==> src/hdl/pba_pkg.sv <==
// ----------------------------------------------------------------------------
// pba_pkg
// Shared sizes, types, codes and helpers of the page bitmap allocator.
// ----------------------------------------------------------------------------
package pba_pkg;

   // bitmap geometry
   localparam int MAP_WORDS    = 1024;
   localparam int WORD_BITS    = 64;
   localparam int BIT_W        = 6;
   localparam int WORD_AW      = (MAP_WORDS > 1) ? $clog2(MAP_WORDS) : 1;
   localparam int SUM_WORDS    = (MAP_WORDS + WORD_BITS - 1) / WORD_BITS;
   localparam int SUM_AW       = (SUM_WORDS > 1) ? $clog2(SUM_WORDS) : 1;
   localparam int FRAME_W      = WORD_AW + BIT_W;
   localparam int TOTAL_FRAMES = MAP_WORDS * WORD_BITS;

   // field widths
   localparam int FRAME_SHIFT = 21;
   localparam int ADDR_W      = 37;
   localparam int LEN_W       = 38;
   localparam int LIMIT_W     = 38;
   localparam int AFN_W       = ADDR_W - FRAME_SHIFT;
   localparam int CNT_W       = LEN_W - FRAME_SHIFT + 1;
   localparam int SPAN_A      = ((AFN_W > CNT_W) ? AFN_W : CNT_W) + 1;
   localparam int SPAN_W      = (SPAN_A > FRAME_W + 1) ? SPAN_A : FRAME_W + 1;
   localparam int FADDR_W     = FRAME_W + FRAME_SHIFT;
   localparam int CMP_W       = (FADDR_W > LIMIT_W) ? FADDR_W : LIMIT_W;

   // register port
   localparam int CSR_AW    = 4;
   localparam int CSR_DW    = 64;
   localparam int REG_SHIFT = 3;

   typedef logic [WORD_BITS-1:0] map_word_type;
   typedef logic [WORD_AW-1:0]   word_idx_type;
   typedef logic [SUM_AW-1:0]    sum_idx_type;
   typedef logic [BIT_W-1:0]     bit_idx_type;
   typedef logic [SPAN_W-1:0]    span_type;
   typedef logic [ADDR_W-1:0]    addr_type;
   typedef logic [CMP_W-1:0]     cmp_type;
   typedef logic [CSR_DW-1:0]    csr_data_type;

   localparam span_type TOTAL_SPAN = span_type'(TOTAL_FRAMES);
   localparam logic [LEN_W:0] FRAME_ROUND = (LEN_W + 1)'((64'd1 << FRAME_SHIFT) - 64'd1);

   typedef enum logic [1:0] {
      OP_RESERVE = 2'd0,
      OP_ALLOC   = 2'd1,
      OP_RELEASE = 2'd2
   } opcode_type;

   typedef enum logic [1:0] {
      ST_OK       = 2'd0,
      ST_ZERO_LEN = 2'd1,
      ST_LIMIT    = 2'd2,
      ST_FULL     = 2'd3
   } status_type;

   typedef enum logic [0:0] {
      REG_MEMORY_LIMIT = 1'b0
   } reg_index_type;

   typedef enum logic [2:0] {
      S_CLEAR,
      S_IDLE,
      S_RES_MOD,
      S_ALC_SUM,
      S_ALC_MAP,
      S_REL_MOD,
      S_SUM_UPD
   } state_type;

   typedef struct packed {
      logic         we;
      word_idx_type waddr;
      map_word_type wdata;
      word_idx_type raddr;
   } map_req_type;

   typedef struct packed {
      logic         we;
      sum_idx_type  waddr;
      map_word_type wdata;
      sum_idx_type  raddr;
   } sum_req_type;

   // index of the lowest clear bit, zero when none
   function automatic bit_idx_type first_zero(input map_word_type w);
      bit_idx_type idx;
      idx = '0;
      for (int i = WORD_BITS - 1; i >= 0; i--) begin
         if (!w[i]) idx = bit_idx_type'(i);
      end
      return idx;
   endfunction

endpackage

==> src/hdl/pba_csr.sv <==
// ----------------------------------------------------------------------------
// pba_csr
// APB register file holding the allocation memory limit.
// ----------------------------------------------------------------------------
module pba_csr (
   input  logic                           clock,
   input  logic                           reset,
   input  logic                           psel,
   input  logic                           penable,
   input  logic                           pwrite,
   input  logic [pba_pkg::CSR_AW-1:0]     paddr,
   input  pba_pkg::csr_data_type          pwdata,
   output pba_pkg::csr_data_type          prdata,
   output logic                           pready,
   output logic [pba_pkg::LIMIT_W-1:0]    memory_limit
);

   logic [pba_pkg::LIMIT_W-1:0] limit_ff;
   logic [pba_pkg::LIMIT_W-1:0] limit_in;
   logic                        sel_limit;
   logic                        wr_fire;

   assign sel_limit = (paddr[pba_pkg::CSR_AW-1:pba_pkg::REG_SHIFT] == pba_pkg::REG_MEMORY_LIMIT);
   assign wr_fire   = psel && penable && pwrite;

   always_comb begin
      limit_in = limit_ff;
      if (wr_fire && sel_limit) begin
         limit_in = pwdata[pba_pkg::LIMIT_W-1:0];
      end
   end

   always_ff @(posedge clock) begin
      if (reset) begin
         limit_ff <= '0;
      end else begin
         limit_ff <= limit_in;
      end
   end

   assign prdata       = sel_limit ? pba_pkg::csr_data_type'(limit_ff) : '0;
   assign pready       = 1'b1;
   assign memory_limit = limit_ff;

endmodule

==> config.mk <==
export PLATFORM = sky130hd
export DESIGN_NAME = pba_csr
export DESIGN_NICKNAME = d
export VERILOG_FILES = /design/src/hdl/pba_pkg.sv /design/src/hdl/pba_csr.sv
export SDC_FILE = /design/constraint.sdc
export NUM_CORES = 1
export LEC_CHECK = 0
export BUFFER_PORTS_ARGS = -buffer_cell sky130_fd_sc_hd__buf_4
export CELL_PAD_IN_SITES_DETAIL_PLACEMENT = 1
export CELL_PAD_IN_SITES_GLOBAL_PLACEMENT = 2
export CORE_AREA = 2 2 103 105
export CTS_CLUSTER_SIZE = 14
export DETAILED_ROUTE_END_ITERATION = 12
export DIE_AREA = 0 0 105 107
export PLACE_DENSITY_LB_ADDON = 0.1
export REMOVE_ABC_BUFFERS = 1
export SYNTH_ARGS = -nofsm -noshare
export SYNTH_HDL_FRONTEND = slang
export SYNTH_SLANG_ARGS = --single-unit
export TNS_END_PERCENT = 50
==> constraint.sdc <==
create_clock -name clock -period 2.8 [get_ports clock]
set_input_delay 0.28 -clock clock [delete_from_list [all_inputs] [get_ports clock]]
set_output_delay 0.28 -clock clock [all_outputs]
set_load 0.05 [all_outputs]
-- Yosys cells after proc, flatten, opt, wreduce, memory -nomap -nowiden
Cells that the tools add are included.
- input port bits: 73
- bits in latches: 0
- memories kept: 0
- bits in writable memories: 0
- memory bits (read-only): 0
- register bits: 38
- shifts and indexed selects: 0
- bitwise operators: 1
- multiplexer cells: 1
- equality and inequality tests: 0
- divide/modulo/power cells: 0
- magnitude comparators: 0
- add/subtract/negate cells: 0
- multiply operators: 0
- reduce and logical (&&, ||, !) cells: 3
- operators with widths (operator ; number):
    $mux W38 ; 1
    $logic_and A1 B1 Y1 ; 3
    $not A1 Y1 ; 1

-- Longest topological paths before layout
Gate-level depths: netlist of run 1.
- depth after elaboration: 3
- depth in mapped cells: 5
- gate-level depth less buffers: 2

-- Worst setup path after synthesis of run 1
Ideal clock, no wire load.
- path type: register to output
- from: register limit_ff, in the netlist memory_limit[0]
- to: output port prdata[0]
- slack: 1.110 ns
- data required time: 2.520 ns
- stages on the path, launching flop included: 2
- arrival: 1.410 ns
- path through: dfxtp_1 nor2b_1
- cells in the longest elaborated chain, start to end: 1
- RTL lines (element ; RTL line ; text):
    start, declared ; pba_csr.sv:18 ; logic [pba_pkg::LIMIT_W-1:0] limit_ff;
    start signal, assigned ; pba_csr.sv:37 ; limit_ff <= limit_in;
    $mux W38 ; pba_csr.sv:41 ; assign prdata = sel_limit ? pba_pkg::csr_data_type'(limit_ff) : '0;
    end, declared ; pba_csr.sv:13 ; output pba_pkg::csr_data_type prdata,
No other way between the ends.

-- Worst setup path after layout of run 1
- from: register limit_ff, in the netlist memory_limit[19]
- to: output port prdata[19]
Same word-level chain as after synthesis.

==> results of run 1 <==
==> final cells by class <==
cell class,instances,area share
tap,136,0.0538
clock buffer,8,0.0348
sequential,38,0.241
timing repair buffer,120,0.289
multi-input combinational,180,0.382
==> report_power, final <==
| group | switching, mW | internal (mW) | total [mW] |
|---|---|---|---|
| Combinational | 0.199 | 0.0985 | 0.298 |
| Sequential | 0.00874 | 0.552 | 0.561 |
| Clock | 0.200 | 0.249 | 0.449 |
==> routing by layer <==
layer / wire length [um] / track usage / up-vias
met5: 0 / 0 / -
met4: 45 / 0.0257 / 0
met3: 557 / 0.0401 / 4
met2: 2630 / 0.166 / 83
met1: 2510 / 0.124 / 837
li1: - / - / 897
==> layout by cell type (no fill, tap or decap) <==
master / synthesis / final
nor2b_1: 38 / 38
and4b_2: 0 / 1
buf_4: 28 / 119
buf_12: 2 / 1
clkbuf_8: 0 / 8
conb_1: 2 / 27
nand2b_1: 76 / 76
dfxtp_1: 38 / 38
mux2i_1: 38 / 38
==> worst paths after layout <==
| path | end | slack (ps) | cells after the start |
|---|---|---|---|
| min reg2reg | memory_limit[34] | 490 | 2 |
| max | prdata[19] | 1500 | 2 |
| min | memory_limit[18] | 250 | 3 |
| max reg2reg | memory_limit[32] | 2160 | 2 |
==> cells by family after synthesis <==
family,after synthesis,share of synthesized area
multiplexers,38,0.174
flip-flops,38,0.348
buffers and inverters,44,0.143
other,2,0.00344
AND/OR/NAND/NOR,115,0.331
==> critical path, delay by kind of cell, from the launching register on <==
family                 cells  cell delay [ps]
flip-flops                 1              380
buffers and inverters      1              210
AND/OR/NAND/NOR            1              150
==> per-stage QoR <==
| step | setup slack [ps] | hold slack [ps] | util | total power, mW |
|---|---|---|---|---|
| finish | 1500 | 254 | 0.313 | 1.31 |
| global route | 1410 | 243 | 0.313 | 1.38 |
| CTS | 1470 | 242 | 0.313 | 1.34 |
| detailed placement | 1260 | 475 | 0.302 | 0.875 |
| global placement | 1280 | 474 | 0.302 | 0.872 |
| floorplan | 728 | 435 | - | 0.770 |
==> metrics.cfg, run 1 <==
[cells_and_area]
fin_area_sq_um = 3160
regArea_sq_um = 761
multi_input_area_sq_um = 1210
area_delta_synth_final_pct = 44.8
fin_cells = 482
nets = 418
fillCellCount = 1243
antennaDiodeCount = 0
layout-drive-gt1-share = 0.373
largest_reg_flops = 38

[synth]
syn_inst = 237
synth-edff-count = 0
yosysTopAreaCellShare = 0.348
seq_area_frac_synth = 0.348
yosysMostFrequentCell = nand2b_1
yosysTopAreaCell = dfxtp_1
async_flop_share = 0
syn_area_per_cell_sq_um = 9.21
syn_area_sq_um = 2180
yosys-top-cells-area = dfxtp_1 (35%), nand2b_1 (22%), mux2i_1 (17%), nor2b_1 (11%), buf_4 (9.6%)
yosysWarnings = 0
ys_seq_elements = 38
ys.flop_type = dfxtp_1
synth_top_cells_by_count = nand2b_1 (76), dfxtp_1 (38), mux2i_1 (38), nor2b_1 (38), buf_4 (28)
synthDistinctLibCells = 11

[clock_network]
h-tree-depth = 2
post_cts_resized = 0
cts.path.max_buffers = 2
path_clk_slew_ps = 80
clock_sink_count = 38
clockRootBuffer = clkbuf_8
numCtsBuffers = 5
clock_latency_ps = 280
cts_hold_buf = 0
cts_setup_buffers = 0
cts_tree = yes

[detailed_routing]
viasPerCell = 3.78
first_pass_iters = 4
wire_per_inst_um = 11.9
drtIter0Drc = 56
vias = 1821
ant_nets = 0
drt-total-wl_um = 5750
drc = 0

[global_route]
grt_pass1_wl_um = 9180
grtUsageTotal = 0.101
antenna_found_initial = 0
overflow = 0
grt_pass1_vias = 1796
grt_max_degree = 77

[floorplan]
start_util = 0.216
die_h_um = 107
die_x_um = 105
die_area_sq_um = 11200
ioPinCount = 176
core_sq_um = 10100
rows = 37

[worst_setup_path]
end_kind = output pin
r2r_start = memory_limit[32]
critPathMaxStageDelay_ps = 380
crit_arrival_ps = 1020
path_class = reg -> out
cp-start-kind = register
cp-startpoint = memory_limit[19]
slowest_stage = dfxtp_1
crit_fanout = 3
crit_required_ps = 2520
crit_chain = nor2b_1 > buf_4

[timing]
rsz0062_at_grt = false
fin_crit_sh = 0.463
slew_violations = 0
hold_viol_final = 0
fmax_mhz = 771
setup_tns_ps = 0
clock_skew_ps = 0
slew-limit-headroom = 0.630
setup_viol = 0
fin_crit_ps = 1300
tightestPinTransition_ps = 555

[power]
ir_drop_mv = 0.144
p_per_area_nw_per_um2 = 414
p_leak_nw = 1.40

[placement]
port_buffers = 119
place_area_sq_um = 3050
dpl.cell_count = 474
place.detailed.hpwl_um = 4030
gp_congestion = 0.621

[job]
maxCapViolations = 0

[run_status]
status = completed

[hold_path]
hp-start = pwdata[18]
hp-class = in -> reg

(Power assumes the default switching activity.)
==> inputs of run 2 (changes only) <==
CORE_AREA = 2 2 114 116   (was 2 2 103 105)
DIE_AREA = 0 0 116 118   (was 0 0 105 107)
clock period = 1.1 ns   (was 2.8 ns; I/O delays follow)
==> run 2 against run 1 <==
Effect of this change: register-to-register slack worse by 1700 ps; clock-buffer cell count unchanged; combinational power rose to 2.7 times the previous value; die area up 22%; non-clock buffer count up 3; critical path depth unchanged; via count up 0.99%; hold slack worse by 160 ps; core utilization down 3.1 points; the run now ends with setup timing left; final cell count up 8.1%; global-route usage down 1.4 points; design area up 11%.
==> metrics.cfg, run 2 (synthesis results as in run 1) <==
[run_status]
status = complete, but fails checks  ; was completed
failed_checks = setup timing

[placement]
gp_congestion = 0.620  ; was 0.621
place_area_sq_um = 3140  ; was 3050 sq um
port_buffers = 119  ; unchanged
dpl.cell_count = 513  ; was 474
pre_cts_slack_ps = -25.3  ; was 1260 ps
place.detailed.hpwl_um = 4410  ; was 4030 um

[floorplan]
core_sq_um = 12400  ; was 10100 sq um
die_x_um = 116  ; was 105 um
die_area_sq_um = 13700  ; was 11200 sq um
rows = 41  ; was 37
die_h_um = 118  ; was 107 um
start_util = 0.176  ; was 0.216
ioPinCount = 176  ; unchanged

[global_route]
grt_pass1_vias = 1776  ; was 1796
grtUsageTotal = 0.0871  ; was 0.101
grt_pass1_wl_um = 9360  ; was 9180 um
grt_max_degree = 77  ; unchanged
overflow = 0  ; unchanged
antenna_found_initial = 0  ; unchanged

[timing]
fin_crit_sh = 1.01
clock_skew_ps = 0  ; unchanged
tightestPinTransition_ps = 552  ; was 555 ps
slew_violations = 0  ; unchanged
setup_viol = 1  ; was 0
slew-limit-headroom = 0.632  ; was 0.630
setup_tns_ps = -15.2  ; was 0 ps
hold_viol_final = 0  ; unchanged
fin_crit_ps = 1120
setup_slack_ps = -15.2  ; was 1500 ps
fmax_mhz = 897
rsz0062_at_grt = true  ; was false

[clock_network]
post_cts_resized = 25  ; was 0
path_clk_slew_ps = 60  ; was 80 ps
cts_hold_buf = 0  ; unchanged
clockRootBuffer = clkbuf_16  ; was clkbuf_8
cts_setup_buffers = 0  ; unchanged
numCtsBuffers = 5  ; unchanged
clock_latency_ps = 280  ; about the same
clock_sink_count = 38  ; unchanged
cts_tree = yes  ; unchanged
h-tree-depth = 2  ; unchanged
cts.path.max_buffers = 2  ; unchanged

[cells_and_area]
area_delta_synth_final_pct = 60.5  ; was 44.8%
layout-drive-gt1-share = 0.476  ; was 0.373
nets = 421  ; was 418
fillCellCount = 1476  ; was 1243
regArea_sq_um = 783  ; was 761 sq um
layout_common_cells = buf_4 (85), nand2b_1 (76), mux2i_1 (38)  ; was buf_4 (119), nand2b_1 (76), nor2b_1 (38), mux2i_1 (38), dfxtp_1 (38)
fin_area_sq_um = 3500  ; was 3160 sq um
antennaDiodeCount = 0  ; unchanged
fin_cells = 521  ; was 482
largest_reg_flops = 38  ; unchanged
mostFrequentLayoutCell = buf_4  ; unchanged
multi_input_area_sq_um = 1250  ; was 1210 sq um

[detailed_routing]
wl_met3_um = 643  ; was 557 um
viasPerCell = 3.53  ; was 3.78
drt-total-wl_um = 6120  ; was 5750 um
wire_per_inst_um = 11.7  ; was 11.9 um
drc = 0  ; unchanged
top_layer = met4  ; unchanged
vias = 1839  ; was 1821
met2WireLength_um = 2750  ; was 2630 um
drt-met1-wl_um = 2650  ; was 2510 um
drtIter0Drc = 30  ; was 56
ant_nets = 0  ; unchanged
first_pass_iters = 4  ; unchanged

[worst_setup_path]
crit_fanout = 3  ; unchanged
r2r_slack_ps = 480  ; was 2160 ps
end_kind = output pin  ; unchanged
path_class = reg -> out  ; unchanged
timing.rr.end = memory_limit[23]  ; was memory_limit[32]
reg2regPathDepth = 2  ; unchanged
crit_arrival_ps = 1010  ; was 1020 ps
cp-start-kind = register  ; unchanged
crit_required_ps = 990  ; was 2520 ps
r2r_start = memory_limit[23]  ; was memory_limit[32]

[hold_path]
hp-class = in -> reg  ; unchanged
hp-start = pwdata[12]  ; was pwdata[18]
hold_end = memory_limit[12]  ; was memory_limit[18]
hold_depth = 3  ; unchanged

[power]
p_leak_nw = 1.48  ; was 1.40 nW
p_per_area_nw_per_um2 = 1090  ; was 414 nW/um^2
ir_drop_mv = 0.651  ; was 0.144 mV

[job]
maxCapViolations = 0  ; unchanged

## run 2: area by class of cell
type / instances / share of cell area
Tap cell: 172 / 0.0614
Timing Repair Buffer: 123 / 0.312
Sequential cell: 38 / 0.224
Clock buffer: 8 / 0.0475
Multi-Input combinational cell: 180 / 0.356
## run 2: through the flow
step                      utilization  power, mW  hold slack [ps]
after detailed placement        0.253       2.24              387
after global routing            0.282       4.01             87.6
final                           0.282       3.81             92.0
after CTS                       0.273       3.90             85.9
after floorplan                     -       1.96              265
after global placement          0.253       2.24              378
## run 2: where the power goes
group          leakage, nW  switching [mW]  internal (mW)
Clock               0.0832           0.560           1.03
Combinational         1.08           0.518          0.273
Sequential           0.316          0.0239           1.41
Total                 1.48            1.10           2.71
## run 2: worst max path at each step
stage	from	to	slack (ps)	depth (start not counted)
floorplan	paddr[3]	memory_limit[0]	-800	2
global placement	paddr[3]	memory_limit[13]	-20	4
detailed placement	paddr[3]	memory_limit[3]	-30	4
CTS	memory_limit[14]	prdata[14]	-30	2
global route	memory_limit[25]	prdata[25]	-50	2
finish	memory_limit[27]	prdata[27]	-20	2
## run 2: worst max-delay path: stages, from the launching register on
cell and delay (ps):
dfxtp_1 370, nor2b_1 180, buf_6 180
## run 2: layer usage
| metal | global-route usage | up-vias |
|---|---|---|
| li1 | - | 902 |
| met1 | 0.116 | 842 |
| met2 | 0.129 | 90 |
| met3 | 0.0340 | 5 |
| met4 | 0.0268 | 0 |
| met5 | 0 | - |
